`config.mk`:
```
export PLATFORM = sky130hd
export DESIGN_NAME = ssec_cell
export DESIGN_NICKNAME = d
export VERILOG_FILES = /design/src/hw/rtl/ssec_pkg.sv /design/src/hw/rtl/ssec_cell.sv
export SDC_FILE = /design/constraint.sdc
export NUM_CORES = 1
export LEC_CHECK = 0
export BUFFER_PORTS_ARGS = -buffer_cell sky130_fd_sc_hd__clkbuf_2
export CAP_MARGIN = 20
export CORE_ASPECT_RATIO = 0.75
export CORE_MARGIN = 10
export CORE_UTILIZATION = 52
export CTS_BUF_LIST = sky130_fd_sc_hd__clkbuf_8 sky130_fd_sc_hd__clkbuf_16
export DETAILED_ROUTE_END_ITERATION = 12
export HOLD_SLACK_MARGIN = 0.12
export PLACE_DENSITY_LB_ADDON = 0.25
export SLEW_MARGIN = 0
export SYNTH_ARGS = -nofsm -noshare
export SYNTH_HDL_FRONTEND = slang
export SYNTH_SLANG_ARGS = --single-unit
```
`constraint.sdc`:
```
create_clock -name clk -period 3.7 [get_ports clk]
set_clock_uncertainty 0.15 [all_clocks]
set_input_delay 0.555 -clock clk [delete_from_list [all_inputs] [get_ports clk]]
set_output_delay 0.555 -clock clk [all_outputs]
set_load 0.005 [all_outputs]
```
`src/hw/rtl/ssec_pkg.sv`:
```
package ssec_pkg;

  localparam int SUM_W      = 24;
  localparam int CNT_W      = 9;
  localparam int ANS_W      = 16;
  localparam int CFG_DATA_W = 32;
  localparam int CFG_ADDR_W = 3;
  localparam int REG_IDX_W  = CFG_ADDR_W - 2;

  localparam logic [CNT_W-1:0]     CNT_MAX        = '1;
  localparam logic [ANS_W-1:0]     ANS_MAX        = '1;
  localparam logic [REG_IDX_W-1:0] REG_TARGET_SUM = '0;

  // One item as it travels down the chain of table cells.
  typedef struct packed {
    logic             valid;
    logic             first;
    logic [SUM_W-1:0] sum;       // prefix sum after this element
    logic [SUM_W-1:0] key;       // sum minus target, looked up on the way
    logic [CNT_W-1:0] found;     // count of the entry that matched key
    logic             recorded;  // sum already counted or stored by a cell
  } ssec_pkt_t;

endpackage

```
`src/hw/rtl/ssec_cell.sv`:
```
module ssec_cell
  import ssec_pkg::*;
#(
  parameter bit IS_HEAD = 1'b0
) (
  input  logic      clk,
  input  logic      rst_n,
  input  logic      adv,
  input  ssec_pkt_t pkt_i,
  output ssec_pkt_t pkt_o
);

  logic             vld_r, vld_nxt;
  logic [SUM_W-1:0] key_r, key_nxt;
  logic [CNT_W-1:0] cnt_r, cnt_nxt;
  ssec_pkt_t        pkt_r, pkt_nxt;

  logic             b_vld;
  logic [SUM_W-1:0] b_key;
  logic [CNT_W-1:0] b_cnt;
  logic             hit_look, hit_rec;

  always_comb begin
    // A first item wipes the entry; the head cell holds the empty prefix.
    if (pkt_i.first) begin
      b_vld = IS_HEAD;
      b_key = '0;
      b_cnt = {{(CNT_W-1){1'b0}}, IS_HEAD};
    end else begin
      b_vld = vld_r;
      b_key = key_r;
      b_cnt = cnt_r;
    end

    hit_look = b_vld && (b_key == pkt_i.key);
    hit_rec  = b_vld && (b_key == pkt_i.sum);

    pkt_nxt = pkt_i;
    vld_nxt = b_vld;
    key_nxt = b_key;
    cnt_nxt = b_cnt;

    // Lookup sees the entry before this item's own record.
    if (hit_look) begin
      pkt_nxt.found = b_cnt;
    end

    if (!pkt_i.recorded) begin
      if (hit_rec) begin
        pkt_nxt.recorded = 1'b1;
        if (b_cnt != CNT_MAX) begin
          cnt_nxt = b_cnt + 1'b1;
        end
      end else if (!b_vld) begin
        pkt_nxt.recorded = 1'b1;
        vld_nxt = 1'b1;
        key_nxt = pkt_i.sum;
        cnt_nxt = {{(CNT_W-1){1'b0}}, 1'b1};
      end
    end
  end

  always_ff @(posedge clk) begin
    if (!rst_n) begin
      vld_r       <= IS_HEAD;
      key_r       <= '0;
      cnt_r       <= {{(CNT_W-1){1'b0}}, IS_HEAD};
      pkt_r.valid <= 1'b0;
    end else if (adv) begin
      pkt_r <= pkt_nxt;
      if (pkt_i.valid) begin
        vld_r <= vld_nxt;
        key_r <= key_nxt;
        cnt_r <= cnt_nxt;
      end
    end
  end

  assign pkt_o = pkt_r;

endmodule

```
### Yosys cells after proc, flatten, opt, wreduce, memory -nomap -nowiden

Index checks and enable logic that the tools add are counted.

* flip-flop bits (word level): 94
* input bits: 63
* output and inout bits: 60

* add/subtract/negate cells: 1
* eq/ne operators: 3
* muxes and demuxes: 14
* reduce and logical (&&, ||, !) cells: 5

Operators with widths (number)
* two-way mux 24 bit: 4
* two-way mux 9 bit: 6
* equality test 24 bit: 2
* adder 9 x 1 -> 9 bit (second input constant): 1
* != test 9 bit (second input constant): 1
* two-way mux 1 bit: 4
* AND reduction 2 bit: 2
* logical AND 1 bit: 2
* OR reduction 2 bit: 1

### Depth between registers and ports, before layout

* word-level depth: 5
* mapped depth: 13
* mapped depth without buffers: 11

### Worst setup path before layout

No wires, ideal clock.

* kind: input to register
* start point: input pkt_i[58] in the netlist's numbering
* end point: register cnt_r[3]
* arrival time: 3.043 ns
* required time: 3.464 ns
* slack: 0.421 ns
* stages on the path: 12
* cell sequence: buf_2 -> buf_2 -> buf_2 -> buf_1 -> nor2b_1 -> ha_1 -> and3_1 -> and3_1 -> and2_1 -> and3_1 -> o41a_1 -> a211oi_1

* cells in the longest elaborated chain, start to end: 5

RTL lines
* from (decl): RTL line ssec_cell.sv:9 `input ssec_pkt_t pkt_i,`
* two-way mux 9 bit or two-way mux 24 bit (tied branches): RTL line ssec_cell.sv:25 `if (pkt_i.first) begin`
* adder 9 x 1 -> 9 bit (tied with other cells): RTL line ssec_cell.sv:52 `cnt_nxt = b_cnt + 1'b1;`
* two-way mux 9 bit or logical AND 1 bit (tied branches): RTL line ssec_cell.sv:51, ssec_cell.sv:36
* two-way mux 9 bit: RTL line ssec_cell.sv:49 `if (hit_rec) begin`
* two-way mux 9 bit (*): RTL line ssec_cell.sv:48 `if (!pkt_i.recorded) begin`
* to (signal assigned): RTL line ssec_cell.sv:67 `cnt_r <= {{(CNT_W-1){1'b0}}, IS_HEAD};`
* to (signal assigned): RTL line ssec_cell.sv:74 `cnt_r <= cnt_nxt;`
* to (decl): RTL line ssec_cell.sv:15 `logic [CNT_W-1:0] cnt_r, cnt_nxt;`

Every way passes the cells marked *; elsewhere a longest branch is shown, timed or not.
A chain may end at the register's enable or synchronous reset.

==> impl_metrics.tcl <==
set metrics [dict create \
    ctsResizeCount 0 \
    yosysWarnings 0 \
    vias 3590 \
    layout_min_cycle_time_ns 2.93 \
    outcome "completed" \
    vdd_drop_max_mv 0.267 \
    finalWirelength_mm 11.5 \
    hpwl_mm 8.58 \
    diodes 0 \
    viasPerCell 5.84 \
    ctsLongestPathBuffers 2 \
    synth_edf_count 59 \
    die_area_um2 12400 \
    final_hold_viol_count 0 \
    slew_headroom 0.536 \
    end_kind "flip-flop" \
    timing.reg2reg.setup_slack_ns 0.95 \
    globalplace.congestion 0.878 \
    yosys.cell_types.count 54 \
    rows 28 \
    rr_worst_depth 7 \
    grtUsageMet3 0.0632 \
    power_density_nw_per_um2 405 \
    fmax_mhz 342 \
    regToRegStartpoint "key_r[13]" \
    critPathArrivalTime_ns 2.90 \
    reg2reg_to "cnt_r[3]" \
    post-route-period-util 0.791 \
    p_leak_nw 2.02 \
    fp.dieH_um 99.0 \
    grt_pass1_vias 3593 \
    syn_nets 443 \
    wl_per_cell_um 18.7 \
    clk_latency_ns 0.37 \
    synth_largest_area_cell "edfxtp_1" \
    yosysMostFrequentCell "edfxtp_1" \
    drc 0 \
    crit_end "pkt_o[9]" \
    grt_pass1_wl_mm 18.4 \
    die_w_um 125 \
    start_kind "primary input" \
    hold_ws_ns 0.229 \
    cts_buffers 9 \
    rsz0062_at_grt "no" \
    h-tree-depth 3 \
    synth_top_area_share 0.409 \
    fin_ws_ns 0.775 \
    drt_iter0_markers 325 \
    drv_slew 0 \
    synth.avg_cell_area_um2 11.4 \
    area_delta_synth_final_pct 22.0 \
    cts_tree "built" \
    firstDrtPassIters 6 \
    ys.flop_type "edfxtp_1" \
    ys_ff_latch 94 \
    ys_top_cells_by_area "edfxtp_1, dfxtp_1, nor2b_1" \
    cts_root_buf "clkbuf_8" \
    hp-class "primary input to flip-flop" \
    grt_antenna_before_repair 0 \
    clock-sinks 94 \
    worstPathRequired_ns 3.67 \
    grt_usage 0.180 \
    start_util 0.542 \
    nNetsFinal 569 \
    post_cts_buffers 0 \
    async_flop_share 0 \
    io_buffers 122 \
    drtAntennaViolNets 0 \
    pre_cts_ws_ns 0.413 \
    grt_max_degree 35 \
    postCtsHoldBufs 0 \
    setup_viol 0 \
    ys_seq_area_frac 0.571 \
    grt_overflow 0 \
    grt_use_met2 0.283 \
    fillers 645 \
    core-area_um2 7990 \
    synthesis.area_um2 4330 \
    cts.clk_slew.worst_paths_ns 0.09 \
    worstSetupPathType "primary input to flip-flop" \
    grtUsageMet1 0.233 \
    crit_start "pkt_i[58]" \
    crit_fanout 23 \
    final_layout_size_suffix_gt1_frac 0.314 \
    cap_violations 0 \
    io_pins 123 \
    netlist_top_cells_count "edfxtp_1, nor2b_1, dfxtp_1" \
    tns_ns 0 \
    worst_slew_pin_slew_ns 0.697 \
    netlist_instances 379 \
    grt.busiest_layer "met2" \
]
stage by stage:
| step | utilization | area, um2 | total power, W | cells |
|---|---|---|---|---|
| 2_1_floorplan | - | 4330 | 0.00132 | 379 |
| 3_3_place_gp | 0.635 | 5070 | 0.00145 | 599 |
| 3_5_place_dp | 0.635 | 5070 | 0.00146 | 599 |
| 4_1_cts | 0.661 | 5280 | 0.00215 | 615 |
| 5_1_grt | 0.661 | 5280 | 0.00222 | 615 |
| 6_report | 0.661 | 5280 | 0.00214 | 615 |
state kept, by name, summed over array words and instances (netlist names):
signal	cells
key_r	24
vld_r	1
pkt_o	60
cnt_r	9
cell type report:
cell class	count	area, um2	area share
clock buffers	9	124	0.0235
clock inverters	7	81.3	0.0154
inverters	23	86.3	0.0164
multi-input cells	250	1720	0.326
flip-flops and latches	94	2470	0.468
well taps	105	131	0.0249
repair buffers	127	661	0.125
cell families after synthesis:
family,share of synthesized area
AND/OR/NAND/NOR,0.173
XOR/XNOR,0.0344
flip-flops,0.571
multiplexers,0.0257
buffers and inverters,0.0315
adder cells (fa/ha/maj),0.00289
AO/OA/AOI/OAI,0.161
cells in the final DEF (no fill, tap or decap), types with 5 or more instances in the layout:
cell type  instances
o21ai_0           12
a22oi_1           25
xor2_1             7
nor2b_1           36
a31oi_1           11
o32ai_1            7
edfxtp_1          59
nor4_1             7
nor2_1            31
o22ai_1            5
xnor2_1           10
clkbuf_2         122
clkbuf_8           9
nand2_1           12
nor4bb_1          10
dfxtp_1           35
mux2_2             9
inv_1             21
a21oi_1            6
worst min-delay path by stage:
stage / to / slack, ns / cells past startpoint / start
finish: pkt_o[11] / 0.23 / 1 / pkt_i[11]
global route: pkt_o[27] / 0.21 / 1 / pkt_i[27]
CTS: pkt_o[11] / 0.22 / 1 / pkt_i[11]
detailed placement: pkt_o[59] / 0.33 / 2 / pkt_o[59]
global placement: pkt_o[59] / 0.33 / 2 / pkt_o[59]
floorplan: pkt_o[59] / 0.32 / 2 / pkt_o[59]
worst max-delay path, stage by stage:
cell,delay [ns]
clkbuf_2,0.34
buf_4,0.35
nor2_1,0.08
o32ai_1,0.27
nand4_1,0.23
nor4_4,0.67
mux2_2,0.41
metal layers:
layer	up-vias	wire [um]	part of all wire
met5	-	0	0
met4	0	111	0.0097
met3	11	918	0.080
met2	150	5250	0.46
met1	1722	5200	0.45
li1	1707	-	-
report_power, final:
group          internal, W  switching [W]  total, W
combinational     0.000103       0.000132  0.000235
sequential         0.00117      0.0000265   0.00120
clock             0.000322       0.000384  0.000705
No activity file was read; power rests on OpenSTA's default activity.
