## src/hw/rtl/ssec_pkg.sv

```systemverilog
package ssec_pkg;

  localparam int SUM_W      = 24;
  localparam int CNT_W      = 9;
  localparam int ANS_W      = 16;
  localparam int CFG_DATA_W = 32;
  localparam int CFG_ADDR_W = 3;
  localparam int REG_IDX_W  = CFG_ADDR_W - 2;

  localparam logic [CNT_W-1:0]     CNT_MAX        = '1;
  localparam logic [ANS_W-1:0]     ANS_MAX        = '1;
  localparam logic [REG_IDX_W-1:0] REG_TARGET_SUM = '0;

  // One item as it travels down the chain of table cells.
  typedef struct packed {
    logic             valid;
    logic             first;
    logic [SUM_W-1:0] sum;       // prefix sum after this element
    logic [SUM_W-1:0] key;       // sum minus target, looked up on the way
    logic [CNT_W-1:0] found;     // count of the entry that matched key
    logic             recorded;  // sum already counted or stored by a cell
  } ssec_pkt_t;

endpackage

```

## src/hw/rtl/ssec_tail.sv

```systemverilog
module ssec_tail
  import ssec_pkg::*;
(
  input  logic             clk,
  input  logic             rst_n,
  input  ssec_pkt_t        pkt_i,
  output logic             adv,
  output logic             out_tvalid,
  input  logic             out_tready,
  output logic [ANS_W-1:0] out_tdata,
  output logic             out_tuser
);

  logic [ANS_W-1:0] ans_r, ans_nxt;
  logic             ovf_r, ovf_nxt;
  logic             out_valid_r;
  logic [ANS_W-1:0] out_ans_r;
  logic             out_ovf_r;
  logic             skid_valid_r;
  logic [ANS_W-1:0] skid_ans_r;
  logic             skid_ovf_r;
  logic [ANS_W:0]   acc;
  logic [ANS_W-1:0] base_ans;
  logic             push;

  assign adv  = !skid_valid_r;
  assign push = pkt_i.valid && adv;

  always_comb begin
    base_ans = pkt_i.first ? '0 : ans_r;
    acc      = {1'b0, base_ans} + {{(ANS_W+1-CNT_W){1'b0}}, pkt_i.found};
    ans_nxt  = acc[ANS_W] ? ANS_MAX : acc[ANS_W-1:0];
    ovf_nxt  = (pkt_i.first ? 1'b0 : ovf_r) | !pkt_i.recorded;
  end

  always_ff @(posedge clk) begin
    if (!rst_n) begin
      ans_r        <= '0;
      ovf_r        <= 1'b0;
      out_valid_r  <= 1'b0;
      skid_valid_r <= 1'b0;
    end else begin
      if (push) begin
        ans_r <= ans_nxt;
        ovf_r <= ovf_nxt;
      end
      if (!out_valid_r || out_tready) begin
        if (skid_valid_r) begin
          out_ans_r    <= skid_ans_r;
          out_ovf_r    <= skid_ovf_r;
          skid_valid_r <= 1'b0;
        end else if (push) begin
          out_ans_r   <= ans_nxt;
          out_ovf_r   <= ovf_nxt;
          out_valid_r <= 1'b1;
        end else begin
          out_valid_r <= 1'b0;
        end
      end else if (push) begin
        skid_ans_r   <= ans_nxt;
        skid_ovf_r   <= ovf_nxt;
        skid_valid_r <= 1'b1;
      end
    end
  end

  assign out_tvalid = out_valid_r;
  assign out_tdata  = out_ans_r;
  assign out_tuser  = out_ovf_r;

endmodule

```

## config.mk

```make
export PLATFORM = sky130hd
export DESIGN_NAME = ssec_tail
export DESIGN_NICKNAME = d
export VERILOG_FILES = /design/src/hw/rtl/ssec_pkg.sv /design/src/hw/rtl/ssec_tail.sv
export SDC_FILE = /design/constraint.sdc
export NUM_CORES = 1
export LEC_CHECK = 0
export BUFFER_PORTS_ARGS = -buffer_cell sky130_fd_sc_hd__clkbuf_2
export CAP_MARGIN = 20
export CORE_AREA = 2 2 76 78
export DETAILED_ROUTE_END_ITERATION = 12
export DIE_AREA = 0 0 78 80
export PLACE_DENSITY = 0.83
export SLEW_MARGIN = 15
export SYNTH_ARGS = -nofsm -noshare
export SYNTH_HDL_FRONTEND = slang
export SYNTH_SLANG_ARGS = --single-unit
```

## constraint.sdc

```tcl
create_clock -name clk -period 5.76 [get_ports clk]
set_input_delay 0.576 -clock clk [delete_from_list [all_inputs] [get_ports clk]]
set_output_delay 0.576 -clock clk [all_outputs]
set_load 0.02 [all_outputs]
```

### Yosys cells after proc, flatten, opt, wreduce, memory -nomap -nowiden

Index checks and enable logic that the tools add are counted.

| word-level totals | value |
|---|---|
| bits of input ports | 63 |
| register bits after elaboration | 53 |
| output and inout bits | 19 |

| cells by class | value |
|---|---|
| add/sub/neg operators | 1 |
| bitwise gates (word level) | 4 |
| reductions and logical operators | 10 |
| multiplexer cells | 8 |

Operators with widths:

| kind | count |
|---|---|
| $mux 16 | 4 |
| $add 16x9->17 | 1 |
| $reduce_and 3->1 | 2 |
| $mux 1 | 4 |
| $logic_not 1->1 | 3 |
| $not 1->1 | 3 |
| $reduce_and 2->1 | 1 |
| $reduce_bool 2->1 | 1 |
| $reduce_or 2->1 | 1 |
| $logic_and 1x1->1 | 1 |
| $logic_or 1x1->1 | 1 |
| $or 1x1->1 | 1 |

### Logic depth before layout (Yosys ltp)

Gate-level depths: netlist of the first run.

| depth | value |
|---|---|
| depth after elaboration | 5 |
| mapped depth | 11 |

### Least setup slack after synthesis of the first run

OpenSTA, ideal clock, no wires.

| timing | value |
|---|---|
| path kind | input to register |
| start point | input pkt_i[58] (netlist name) |
| end point | register out_ans_r[11] (netlist: out_tdata[11]) (data pin) |
| arrival time | 2.735 ns |
| library setup time | 0.294 ns |
| slack | 2.731 ns |
| stages on the path | 11 |
| data required time | 5.466 ns |
| cell sequence | clkbuf_1 -> nor2b_1 -> ha_1 -> fa_1 -> a21o_1 -> a221o_2 -> a21o_2 -> buf_6 -> nand2_8 -> buf_6 -> a41oi_1 |

| on the way | value |
|---|---|
| cells in the longest elaborated chain, start to end | 5 |

RTL lines:

| element | line | text |
|---|---|---|
| start: declaration | ssec_tail.sv:6 | `input ssec_pkt_t pkt_i,` |
| $mux 16 | ssec_tail.sv:30 | `base_ans = pkt_i.first ? '0 : ans_r;` |
| $add 16x9->17 | ssec_tail.sv:31 | `acc = {1'b0, base_ans} + {{(ANS_W+1-CNT_W){1'b0}}, pkt_i.found};` |
| $mux 16 | ssec_tail.sv:32 | `ans_nxt = acc[ANS_W] ? ANS_MAX : acc[ANS_W-1:0];` |
| $mux 16 | ssec_tail.sv:52 | `end else if (push) begin` |
| $mux 16 | ssec_tail.sv:48 | `if (skid_valid_r) begin` |
| end signal: assignment | ssec_tail.sv:49 | `out_ans_r <= skid_ans_r;` |
| end signal: assignment | ssec_tail.sv:53 | `out_ans_r <= ans_nxt;` |
| end: declaration | ssec_tail.sv:17 | `logic [ANS_W-1:0] out_ans_r;` |

Every way passes these cells. The select of a mux whose other input is x is not followed.
A chain may end at the register's enable or synchronous reset.

### Worst setup path in the final report of the first run

| timing | value |
|---|---|
| start point | input pkt_i[58] (netlist name) |
| end point | register out_ans_r[15] (netlist: out_tdata[15]) (data pin) |

Same word-level chain as after synthesis.

==> results of run 1 <==
cells in the mapped netlist (all sizes together), types with 5 or more instances:
cell and number:
clkbuf 9, inv 7, nor2 18, mux2 6
o31ai 6, nand2b 5, a21oi 13, edfxtp 34
a31oi 7, dfxtp 19, ha 9, nand3 5
nor2b 14, a211oi 6, o21ai 16, nor3 6
nand2 17, a311oi 7
how the worst max path moves through the flow:
stage	start	endpoint	cells past startpoint
finish	pkt_i[58]	out_tdata[15]	9
global route	pkt_i[58]	out_tdata[15]	9
CTS	pkt_i[58]	out_tdata[15]	9
detailed placement	pkt_i[58]	out_tdata[15]	9
global placement	pkt_i[58]	out_tdata[15]	9
floorplan	pkt_i[58]	out_tdata[11]	11
power breakdown:
group	total [mW]	internal (mW)	switching, mW
logic	0.127	0.0511	0.0764
registers	0.431	0.425	0.00604
clock network	0.266	0.141	0.125
layout by cell type (no fill, tap or decap), types with 2 or more instances in the layout:
cell	Yosys	layout
o211ai_1	2	2
mux2_2	6	6
nand3_1	5	5
a21o_1	3	3
a31oi_1	6	6
nor3b_1	3	3
a2bb2oi_1	2	2
ha_1	9	9
clkbuf_8	0	6
a21oi_1	12	12
nor3_1	6	6
o21ai_2	5	5
inv_1	7	7
o21ai_0	10	10
xor2_1	3	3
a41oi_1	4	4
nand2_1	15	15
o31ai_1	6	6
or3_1	4	4
a21boi_0	3	3
mux2i_1	2	2
or4_1	2	2
o31a_1	3	3
dfxtp_1	19	19
a211oi_1	5	5
edfxtp_1	34	34
clkbuf_2	0	33
and2_1	3	3
nor2b_1	14	13
a311oi_1	7	7
nor2_1	18	18
nand2b_1	5	5
and4b_1	2	2
xnor2_1	4	4
and3_1	3	3
sequential cells by signal, indices dropped and copies added (netlist names):
register / count
ans_r: 16
out_tdata: 16
out_tuser: 1
out_tvalid: 1
ovf_r: 1
skid_ans_r: 16
skid_ovf_r: 1
skid_valid_r: 1
per-stage QoR:
stage	cell area, sq um	hold WS, ns	utilization [%]	setup slack (ns)	power [mW]
after floorplan	2860	0.436	-	2.73	0.531
after global placement	3050	0.443	56.5	1.90	0.561
after detailed placement	3050	0.463	56.5	1.89	0.566
after CTS	3170	0.453	58.7	2.21	0.827
after global routing	3190	0.450	58.9	2.01	0.858
final	3190	0.450	58.9	2.17	0.825
per-layer routing:
layer	wire, um	GRT usage [%]	part of all wire [%]
met5	0	0	0
met4	160	8.60	2.6
met3	299	3.73	4.9
met2	2920	33.6	48
met1	2670	27.5	44
logic make-up (layout without fill, tap and decap cells):
family / Yosys count / count (layout) / share of synthesized area [%]
compound gates: 81 / 81 / 21.2
xor+xnor: 7 / 7 / 2.14
fa+ha+maj: 10 / 10 / 4.63
buf+inv: 21 / 51 / 3.59
flops: 53 / 53 / 49.0
mux: 8 / 8 / 3.06
simple gates: 85 / 85 / 16.4
critical path, stage by stage:
cell	delay (ns)
clkbuf_2	0.40
nor2b_1	0.10
ha_1	0.25
fa_1	0.41
a21o_1	0.21
a221o_2	0.41
a21oi_2	0.61
nor2_1	0.22
o41a_1	0.46
final cells by class:
class / instances / area [sq um] / area share (%)
multi-input combinational: 191 / 1360 / 42.7
clock inverter: 2 / 37.5 / 1.18
inverter: 8 / 30.0 / 0.943
tap: 72 / 90.1 / 2.83
clock buffer: 6 / 82.6 / 2.59
timing repair buffer: 35 / 184 / 5.77
sequential: 53 / 1400 / 44.0
==> run summary, run 1 <==
crit path capture type - flop
number of global-route vias before repair - 2,127
#FFs+latches synth - 53
Routability Congestion - 0.866
first-pass GRT wire length - 10,100 um
Core ar. - 5410 sq um
hold depth - 2
# fillers - 468
Post-CTS Setup Inserts - 0
cell count after synthesis - 265
largest net degree at the start of global routing - 30
CTS root buf - clkbuf_8
Clock Skews - 0.00826 ns
min cycle time layout - 3.59 ns
unrepaired setup endpoints after global routing - false
antenna fix cells - 0
Worst Path Max Fanout - 24
r2r setup slk - 2.51 ns
CTS Buffer Depth - 2
Die Width - 78 um
setup tns final - 0 ns
Setup-failing EPs final - 0
Mean Syn Cell Area - 10.8 sq um
reg2reg end - out_tdata[15]
Initial Utilization - 52.9%
clock buffer count from CTS - 5
static leakage - 1.19 nW
Synth area leader - edfxtp_1
Worst-Margin Slew - 0.855 ns
path type of the worst min-delay path - input pin to flop
FP Rows - 27
die area - 6240 sq um
kind of critical path - input pin to flop
Overflow after GRT - 0
Tot GR Track Use - 20.7%
final WL - 6050 um
non-filler cells, final - 367
Clock Sinks - 53
Post-synth ARST share - 0%
die height - 80 um
Worst EP arrival - 3.66 ns
antenna violations before repair - 0
drt pass-1 iters - 5
R2R Path Start - ans_r[0]
critical path required time - 5.83 ns
syn_nets - 338
Max Cap Violations - 0
Mapped Area - 2860 sq um
worst reg2reg path depth - 8
Final Hold Fails - 0
post-cts sizing count - 0
Final #Nets - 367
Worst-Skew Late Latency - 0.31 ns
Slew Viols, Final - 0
Max Fclk - 279 MHz
H-tree depth - 2
Critical Path Start Type - input pin
final cycle utilization of the critical path - 62.3%
Ports - 82
Residual DRC - 0
Port Buffers - 33
CTS tree - yes
Pwr Density - 259 nW/um^2
share of cells above drive strength 1 - 22.7%
Synth-to-Final Area Change - 11.3%
Routed WL per cell - 16.5 um
ANT nets after route - 0
Synth cell types - 56
clock slew at the register clock pins of the worst setup and hold paths - 0.10 ns
hold buffers post-CTS - 0
status - finished clean
Vias per Instance - 6.06
relative slew slack - 43.0%
sequential fraction of the synthesis area - 49.0%
Synth Warn # - 0
via count - 2,224
prevailing post-synth register cell - edfxtp_1
Post-synth EDFFs - 34
Yosys top cell area share - 35.7%
Inst Count DP - 358
Worst VDD drop - 0.000107 V
HP Start - out_tready
DR iter-0 viols - 281
half-perimeter wire length after placement - 3980 um
Worst Hold End - skid_valid_r
ranking of synthesized cells by area - edfxtp_1 36%, dfxtp_1 13%, ha_1 3.9%
Power figures use the tool's default switching activity.
==> inputs of run 2 (changes only) <==
Settings changed: CORE_AREA 2 2 76 78 to 2 2 78 80, DIE_AREA 0 0 78 80 to 0 0 80 82, PLACE_DENSITY 0.83 to 0.8.
Clock period 5.76 ns to 3.52 ns, I/O delays scaled along.
==> run summary, run 2 (synthesis results as in run 1) <==
Slowest Stage Delay on Critical Path - 0.46 ns (-0.15 ns)
non-filler cells, final - 373 (+1.6%)
Worst-Skew Late Latency - 0.31 ns (about the same)
CP Buf/Inv Count - 0 (-1)
Initial Utilization - 49.8% (-3.1 points)
CP Depth - 8 (-1)
final cycle utilization of the critical path - 83.0%
CP cell instances - nor2b_1 -> ha_1 -> fa_1 -> a21o_1 -> a221o_2 -> a21oi_2 -> nor2_1 -> o41a_1
Residual DRC - 0 (unchanged)
Pwr Density - 394 nW/um^2 (+52%)
Worst-Margin Slew - 0.880 ns (+0.0242 ns)
Clock Sinks - 53 (unchanged)
CTS tree - yes
DR iter-0 viols - 207 (-26%)
r2r setup slk - 0.60 ns (-1.91 ns)
CTS Buffer Depth - 2 (unchanged)
Overflow after GRT - 0 (unchanged)
antenna violations before repair - 0 (unchanged)
crit-path leading delay family - compound AO/OA/AOI/OAI gates
Worst EP arrival - 2.97 ns (-0.69 ns)
static leakage - 1.18 nW (-0.77%)
# fillers - 493 (+5.3%)
Die Width - 80 um (+2.6%)
half-perimeter wire length after placement - 4150 um (+4.3%)
drt pass-1 iters - 4 (-1)
status - finished clean
critical path required time - 3.57 ns (-2.26 ns)
share of cells above drive strength 1 - 22.5% (-0.23 points)
clock buffer count from CTS - 5 (unchanged)
Routed WL per cell - 16.1 um (-2.6%)
Core ar. - 5750 sq um (+6.3%)
min cycle time layout - 2.92 ns
Slew Viols, Final - 0 (unchanged)
Synth-to-Final Area Change - 10.7%
FP Rows - 28 (+3.7%)
relative slew slack - 41.4% (-1.6 points)
Inst Count DP - 365 (+2.0%)
Setup-failing EPs final - 0 (unchanged)
hold buffers post-CTS - 0 (unchanged)
Worst VDD drop - 0.000138 V (+29%)
crit path capture type - flop
number of global-route vias before repair - 2,024 (-4.8%)
Routability Congestion - 0.855 (-1.2%)
worst hold slack - 0.227 ns (-0.223 ns)
reg2reg end - out_tdata[15]
Tot GR Track Use - 19.4% (-1.3 points)
hold depth - 2 (unchanged)
post-cts sizing count - 0 (unchanged)
final WL - 5990 um (-0.99%)
Vias per Instance - 5.88 (-2.9%)
register area - 1400 sq um (unchanged)
worst reg2reg path depth - 8 (unchanged)
via count - 2,195 (-1.3%)
Max Fclk - 342 MHz
ANT nets after route - 0 (unchanged)
Worst Path Max Fanout - 7 (-71%)
Clock Skews - 0.00996 ns (+0.00169 ns)
die height - 82 um (+2.5%)
most common cell after layout, fill and taps aside - edfxtp_1
Worst Hold End - skid_valid_r
unrepaired setup endpoints after global routing - false
area of the multi-input gates - 1360 sq um (unchanged)
R2R Path Start - ans_r[0]
most frequent cells in the layout - 34 x edfxtp_1, 33 x clkbuf_2, 19 x dfxtp_1, 18 x nor2_1, 15 x nand2_1
CTS root buf - clkbuf_8
setup tns final - 0 ns (unchanged)
H-tree depth - 2 (unchanged)
Final Hold Fails - 0 (unchanged)
die area - 6560 sq um (+5.1%)
Max Cap Violations - 0 (unchanged)
Ports - 82 (unchanged)
HP Start - out_tready
critical path's slowest cell - o41a_1
Port Buffers - 33 (unchanged)
antenna fix cells - 0 (unchanged)
largest net degree at the start of global routing - 30 (unchanged)
Final #Nets - 370 (+0.82%)
first-pass GRT wire length - 9740 um (-3.4%)
Post-CTS Setup Inserts - 0 (unchanged)
kind of critical path - flop to flop
Critical Path Start Type - flop
clock slew at the register clock pins of the worst setup and hold paths - 0.09 ns (about the same)
path type of the worst min-delay path - input pin to flop
[run 2: changes by cell type in the layout (fill, tap and decap cells not counted)]
cell,delta
buf_4,+4
clkinvlp_4,-1
clkbuf_1,+3
clkbuf_8,-1
bufinv_16,-1
buf_6,-1
[run 2: cell type report]
| cell class | count | share of cell area, % |
|---|---|---|
| well taps | 75 | 2.96 |
| repair buffers | 38 | 6.40 |
| clock buffers | 8 | 2.53 |
| inverters | 8 | 0.948 |
| multi-input cells | 191 | 42.9 |
| flip-flops and latches | 53 | 44.2 |
[run 2: how the worst max path moves through the flow]
stage                    from            end  slack [ns]
finish               ans_r[0]  out_tdata[15]        0.60
global route         ans_r[0]  out_tdata[15]        0.46
CTS                  ans_r[0]  out_tdata[15]        0.61
detailed placement  pkt_i[58]  out_tdata[15]        0.46
global placement    pkt_i[58]  out_tdata[15]        0.49
floorplan           pkt_i[58]  out_tdata[11]        0.71
[run 2: power breakdown]
| part | leakage, nW | switching (mW) | internal (mW) |
|---|---|---|---|
| clock | 0.0395 | 0.192 | 0.142 |
| combinational | 0.670 | 0.122 | 0.0840 |
| sequential | 0.473 | 0.0104 | 0.696 |
[run 2: worst reg2reg max path, cell delays in order (launching register included)]
cell and delay [ns]:
dfxtp_1 0.32, nor2b_1 0.13, ha_1 0.23, fa_1 0.42, a21o_1 0.21, a221o_2 0.41, a21oi_2 0.34, nor2_1 0.16
o41a_1 0.46
[run 2: layer usage]
metal  up-vias  share of wire, %  global-route usage, %
met4         0               1.7                   8.47
met3         9               4.7                   3.63
li1       1077                 -                      -
met1      1052                44                   25.7
met2        57                50                   31.3
met5         -                 0                      0
[run 2: metrics by stage]
step                      instance area [sq um]  total power, mW  worst slack [ns]  utilization (%)
after floorplan                            2860            0.870             0.715                -
after global placement                     3090            0.921             0.489             53.7
after detailed placement                   3090            0.926             0.460             53.7
after CTS                                  3170             1.25             0.608             55.1
after global routing                       3170             1.30             0.456             55.1
final                                      3170             1.25             0.599             55.1
==> inputs of run 3 (changes only) <==
Clock period 3.52 ns to 2.81 ns, I/O delays scaled along.
==> run summary, run 3 (synthesis results as in run 1) <==
CP cell instances - nor2b_1 -> ha_1 -> fa_1 -> a21o_1 -> a221o_2 -> a21oi_2 -> nor2_1 -> o41a_1
Overflow after GRT - 0 (unchanged)
number of global-route vias before repair - 2,161 (+6.8%)
Worst Path Max Fanout - 6 (-1)
Comb power frac - 17.1% (+0.6 points)
half-perimeter wire length after placement - 4280 um (+3.1%)
min cycle time layout - 2.71 ns (-0.209 ns)
Max Cap Violations - 0 (unchanged)
Sw Pwr - 0.413 mW (+27%)
clock slew at the register clock pins of the worst setup and hold paths - 0.09 ns (about the same)
via count - 2,215 (+0.91%)
die height - 82 um (unchanged)
post-cts sizing count - 0 (unchanged)
kind of critical path - flop to flop
Tot GR Track Use - 20.7% (+1.3 points)
largest net degree at the start of global routing - 29 (-3.3%)
r2r setup slk - 0.1 ns (-0.50 ns)
internal power - 1.16 mW (+26%)
antenna violations before repair - 0 (unchanged)
Clock Power Share - 26.7% (about the same)
hold buffers post-CTS - 0 (unchanged)
setup tns final - 0 ns (unchanged)
Initial Utilization - 49.8% (unchanged)
switching part of the total power - 26.3% (+0.20 points)
Worst-Margin Slew - 0.658 ns (-0.222 ns)
critical path's slowest cell - o41a_1
most frequent cells in the layout - 34 x edfxtp_1, 33 x clkbuf_2, 19 x dfxtp_1, 18 x nor2_1, 15 x nand2_1
R2R Path Start - ans_r[0]
CTS Buffer Depth - 2 (unchanged)
Clock Sinks - 53 (unchanged)
path type of the worst min-delay path - input pin to flop
ANT nets after route - 0 (unchanged)
Final #Nets - 375 (+1.4%)
worst reg2reg path depth - 8 (unchanged)
H-tree depth - 2 (unchanged)
crit path capture type - flop
Core ar. - 5750 sq um (unchanged)
relative slew slack - 56.1% (+15 points)
drt pass-1 iters - 4 (unchanged)
reg2reg end - out_tdata[15]
CP Buf/Inv Count - 0 (unchanged)
critical path required time - 2.87 ns (-0.70 ns)
CTS tree - yes
Residual DRC - 0 (unchanged)
first-pass GRT wire length - 10,400 um (+6.7%)
crit-path leading delay family - compound AO/OA/AOI/OAI gates
Worst EP arrival - 2.77 ns (-0.20 ns)
Clock Skews - 0.00321 ns (-0.00675 ns)
Slew Viols, Final - 0 (unchanged)
HP Start - out_tready
Synth-to-Final Area Change - 12.3%
Worst Hold End - skid_valid_r
share of cells above drive strength 1 - 24.1% (+1.6 points)
final WL - 6260 um (+4.5%)
# fillers - 514 (+4.3%)
Flop pwr share - 56.2% (-0.5 points)
hold depth - 2 (unchanged)
Worst VDD drop - 0.000224 V (+62%)
Max Fclk - 369 MHz (+7.7%)
Ports - 82 (unchanged)
antenna fix cells - 0 (unchanged)
Vias per Instance - 5.86 (-0.42%)
static leakage - 1.21 nW (+2.3%)
unrepaired setup endpoints after global routing - false
DR iter-0 viols - 176 (-15%)
Slowest Stage Delay on Critical Path - 0.44 ns (-0.02 ns)
non-filler cells, final - 378 (+1.3%)
Post-CTS Setup Inserts - 0 (unchanged)
Worst-Skew Late Latency - 0.31 ns (about the same)
most common cell after layout, fill and taps aside - edfxtp_1
Die Width - 80 um (unchanged)
FP Rows - 28 (unchanged)
Routed WL per cell - 16.6 um (+3.1%)
Inst Count DP - 370 (+1.4%)
Setup-failing EPs final - 0 (unchanged)
status - finished clean
Final Hold Fails - 0 (unchanged)
clock buffer count from CTS - 5 (unchanged)
die area - 6560 sq um (unchanged)
final cycle utilization of the critical path - 96.5% (+14 points)
Pwr Density - 490 nW/um^2 (+24%)
Port Buffers - 33 (unchanged)
CTS root buf - clkbuf_8
Critical Path Start Type - flop
Routability Congestion - 0.875 (+2.3%)
==> run 3: layout make-up <==
type	instances	area (sq um)	area share (%)
Timing Repair Buffer	43	244	7.59
Multi-Input combinational cell	191	1370	42.5
Inverter	8	30.0	0.934
Sequential cell	53	1400	43.6
Tap cell	75	93.8	2.92
Clock buffer	8	80.1	2.49
==> run 3: power groups by stage <==
stage / sequential (mW) / combinational [mW] / clock (mW)
after global placement: 0.901 / 0.259 / 0
final: 0.885 / 0.269 / 0.421
after CTS: 0.885 / 0.268 / 0.427
after detailed placement: 0.903 / 0.265 / 0
after floorplan: 0.921 / 0.169 / 0
after global routing: 0.889 / 0.298 / 0.457
==> run 3: worst max-delay path by stage <==
stage                          from             to  slack (ns)  cells past startpoint
final                      ans_r[0]  out_tdata[15]         0.1                      8
after global placement    pkt_i[58]   out_tdata[5]        0.10                     10
after floorplan           pkt_i[58]  out_tdata[11]        0.08                     11
after detailed placement  pkt_i[58]   out_tdata[5]        0.09                     10
after global routing       ans_r[0]   out_tdata[3]        0.02                      9
after CTS                  ans_r[0]   out_tdata[6]        0.10                      9
==> run 3: routing by layer <==
metal  part of all wire, %  wire length (um)  track usage (%)  vias up
met2                    48              3030             34.3       83
met3                   6.3               396             4.07        7
met1                    44              2740             26.7     1039
met4                   1.4                89             8.81        0
li1                      -                 -                -     1086
met5                     0                 0                0        -
==> run 3: per-stage QoR <==
| stage | area (sq um) | util, % | hold slack, ns | total power, mW | setup WS [ns] |
|---|---|---|---|---|---|
| 2_1_floorplan | 2860 | - | 0.357 | 1.09 | 0.0758 |
| 3_3_place_gp | 3130 | 54.4 | 0.445 | 1.16 | 0.105 |
| 3_5_place_dp | 3130 | 54.4 | 0.450 | 1.17 | 0.0906 |
| 4_1_cts | 3210 | 55.8 | 0.150 | 1.58 | 0.102 |
| 5_1_grt | 3210 | 55.9 | 0.149 | 1.64 | 0.0247 |
| 6_report | 3210 | 55.9 | 0.155 | 1.57 | 0.0978 |
